[src/rtl/ssf_dly.sv]
// ----------------------------------------------------------------------------
// ssf_dly: stall-aware delay line
// Carries side data alongside the pipeline for a fixed number of stages.
// ----------------------------------------------------------------------------
module ssf_dly #(
  parameter int W = 48,
  parameter int N = 1
) (
  input  logic         clk,
  input  logic         en,
  input  logic [W-1:0] d,
  output logic [W-1:0] q
);

  logic [W-1:0] tap_r [0:N-1];

  // shift chain, advances with the pipeline
  always_ff @(posedge clk) begin
    if (en) begin
      tap_r[0] <= d;
      for (int i = 1; i < N; i++) tap_r[i] <= tap_r[i-1];
    end
  end

  assign q = tap_r[N-1];

endmodule

[config.mk]
export PLATFORM = sky130hd
export DESIGN_NAME = ssf_dly
export DESIGN_NICKNAME = d
export VERILOG_FILES = /design/src/rtl/ssf_dly.sv
export SDC_FILE = /design/constraint.sdc
export NUM_CORES = 1
export LEC_CHECK = 0
export BUFFER_PORTS_ARGS = -buffer_cell sky130_fd_sc_hd__buf_2
export CORE_ASPECT_RATIO = 1.1
export CORE_MARGIN = 4
export CORE_UTILIZATION = 40
export CTS_CLUSTER_DIAMETER = 80
export DETAILED_ROUTE_END_ITERATION = 6
export PLACE_DENSITY = 0.76
export SYNTH_ARGS = -nofsm -noshare
export SYNTH_HDL_FRONTEND = slang
export SYNTH_SLANG_ARGS = --single-unit
[constraint.sdc]
create_clock -name clk -period 0.8 [get_ports clk]
set_clock_uncertainty 0.05 [all_clocks]
set_input_delay 0.12 -clock clk [delete_from_list [all_inputs] [get_ports clk]]
set_output_delay 0.12 -clock clk [all_outputs]
set_load 0.01 [all_outputs]
Word-level counts from Yosys, hierarchy flattened

Memory sizes are Yosys's and may differ from the RTL's.
Index checks and enable logic that the tools add are counted.

Mux-type cells: 2

Operators by type and width:

| operator | count |
|---|---|
| $mux 1   | 2 |

Memories kept: 1
Bits in writable memories: 48
Register bits after elaboration: 0
Output and inout port bits: 48
Input port bits: 50

Memory list:

| memory | words | width | rd ports | clocked after memory_dff | wr ports | line | RTL |
|---|---|---|---|---|---|---|---|
| tap_r  | 1     | 48    | 1        | 0                        | 1        | 15   | `logic [W-1:0] tap_r [0:N-1];` |

Logic depth before layout (Yosys ltp)

Word-level depth: 2
Depth in mapped cells: 0
Mapped depth without buffers: 0

Least setup slack after synthesis

No wires, ideal clock.

Path kind: register -> output
From: mem tap_r[0][0]
To: out q[0]
Required time: 0.630 ns
Arrival: 0.394 ns
Setup slack: 0.236 ns
Cell stages (with the launch flop): 1
Cells stage by stage: edfxtp_1

Longest elaborated chain between the ends: 1

Ends and longest elaborated chain:

| element      | line | RTL |
|---|---|---|
| from (decl)  | 15   |  |
| $mem_v2 1x48 | --   |  |
| to (decl)    | 12   | `output logic [W-1:0] q` |

No other way between the ends.

Worst setup path in the final report

From: mem tap_r[0][32]
To: out q[32]

Same word-level chain as after synthesis.

==> results.sh <==
export IMPL_numPortBuffers=97
export IMPL_drt_drc_violations_left=0
export IMPL_clk_path_buf_depth=2
export IMPL_grt_pass1_wl_mm=5.278
export IMPL_rsz0062_at_grt="true"
export IMPL_grt_pass1_vias=1176
export IMPL_arrival_ns=0.92
export IMPL_ctsResizeCount=0
export IMPL_maxCapViolCount=0
export IMPL_drt_vias_per_instance=4.263
export IMPL_syn_inst=48
export IMPL_synth_area_per_cell_um2=30.03
export IMPL_synth_area_leaders="edfxtp_1 (100%)"
export IMPL_gp_congestion=0.6490
export IMPL_syn_num_nets=98
export IMPL_powerDensity_nw_per_um2=1957
export IMPL_power_total_uw=5065
export IMPL_die_w_um=65.24
export IMPL_fin_crit_sh=1.358
export IMPL_criticalPathCategory="flop to output port"
export IMPL_postCtsSetupRepairBufs=0
export IMPL_path_cells="buf_2"
export IMPL_dr_pass1_iters=4
export IMPL_cts_clk_slew_worst_paths_ns=0.14
export IMPL_yosysTopAreaCellShare=1.000
export IMPL_leakagePower_uw=0.001112
export IMPL_cts_htree_levels=2
export IMPL_min_delay_start="en"
export IMPL_ant_nets=0
export IMPL_timing_setup_tns_ns=-11.85
export IMPL_synth_distinct_cells=1
export IMPL_grt_max_degree=29
export IMPL_yosys_warnings=0
export IMPL_io_pins=98
export IMPL_clockRootBuffer="clkbuf_4"
export IMPL_cp_num_buf_inv=1
export IMPL_syn2layout_area_growth_pct=79.51
export IMPL_reg_top3="tap_r x48"
export IMPL_multi_input_cells=0
export IMPL_fin_crit_ns=1.087
export IMPL_setup_viol_count_final=48
export IMPL_drtIter0Drc=28
export IMPL_antenna_found_initial=0
export IMPL_multi_input_area_um2=0
export IMPL_min_delay_path_depth=2
export IMPL_start_util=0.4223
export IMPL_overflow=0
export IMPL_required_ns=0.63
export IMPL_crit_family="flip-flops"
export IMPL_cpPeakStageDelay_ns=0.41
export IMPL_synth_seq_area_share=1.000
export IMPL_final_layout_size_suffix_gt1_frac=0.5271
export IMPL_worst_setup_path_end_kind="output port"
export IMPL_synth_area_um2=1441
export IMPL_vdd_ir_drop_worst_v=0.001221
export IMPL_die_h_um=70.96
export IMPL_slew_violations=0
export IMPL_timing_fmax_ghz=0.9202
export IMPL_worst_path_max_delay_cell="edfxtp_1"
export IMPL_largest_reg_flops=48
export IMPL_routedWlPerCell_um=13.99
export IMPL_ys_ff_latch=48
export IMPL_clock_sinks=48
export IMPL_n_antenna_cell=0
export IMPL_vias=1070
export IMPL_placed_area_um2=2027
export IMPL_hold_class="input pin to flop"
export IMPL_num_rows=22
export IMPL_worst_path_max_fanout=1
export IMPL_tightest_slew_ns=0.1521
export IMPL_track_usage=0.1553
export IMPL_die_area_um2=4629
export IMPL_regMostFlops="tap_r"
export IMPL_fin_area_um2=2587
export IMPL_outcome="finished with violations"
export IMPL_numCtsBuffers=5
export IMPL_relSlewSlack=0.8986
export IMPL_routed_wl_mm=3.511
export IMPL_start_kind="flop"
export IMPL_nets=252
export IMPL_whs_endpoint="tap_r[0][2]"
export IMPL_core_area_um2=3413
export IMPL_yosysTopAreaCell="edfxtp_1"
export IMPL_fillerInstances=220
export IMPL_hold_viol_final=0
export IMPL_violations="negative setup slack"
export IMPL_cts_tree="done"
export IMPL_worst_slack_ns=-0.2867
metal layers:
layer,share of wire,vias up,GRT usage
li1,-,503,-
met1,0.33,502,0.1521
met2,0.55,57,0.2880
met3,0.11,8,0.06349
met4,0.015,0,0.05530
met5,0,-,0
repair_timing:
item | 4_1_cts | 5_1_grt
hold buffers | 48 | 0
endpoints found under the setup margin | 48 | 48
hold endpoints to repair | 48 | 0
cells in the mapped netlist:
| master | n |
|---|---|
| edfxtp_1 | 48 |
cells by family (layout without fill, tap and decap cells):
| family | Yosys count | in the layout | synth area share |
|---|---|---|---|
| buffers and inverters | 0 | 155 | 0 |
| flip-flops | 48 | 48 | 1.000 |
power breakdown:
part	switching, uW	internal (uW)
logic	287	378
clock network	718	652
registers	46.3	2980
total	1050	4010
layout make-up:
type | instances | area, um2 | share of cell area
clock inverter | 3 | 42.54 | 0.01644
clock buffer | 5 | 37.54 | 0.01451
sequential | 48 | 1441 | 0.5571
tap | 48 | 60.06 | 0.02321
timing repair buffer | 147 | 1006 | 0.3888
cells in the final DEF (no fill, tap or decap), drive strengths merged:
cell type / instances
buf: 99
bufinv: 1
clkbuf: 5
clkinv: 1
clkinvlp: 1
dlygate4sd3: 48
edfxtp: 48
per-stage QoR:
stage	cells	hold WS (ns)	setup WS [ns]	util
final	251	0.1595	-0.2867	0.7581
after CTS	251	0.1406	-0.3066	0.7581
after detailed placement	195	0.2481	-0.02975	0.5938
after global placement	195	0.2468	-0.008286	0.5938
after floorplan	48	0.1689	0.2362	-
after global routing	251	0.1487	-0.3451	0.7581
how the worst max path moves through the flow:
stage | start | to | slack, ns | depth (start not counted)
after floorplan | tap_r[0][0] | q[0] | 0.24 | 0
after global placement | en | tap_r[0][29] | -0.008 | 2
after detailed placement | en | tap_r[0][25] | -0.03 | 2
after CTS | tap_r[0][32] | q[32] | -0.31 | 1
after global routing | tap_r[0][32] | q[32] | -0.35 | 1
final | tap_r[0][32] | q[32] | -0.29 | 1
(Power assumes the default switching activity.)
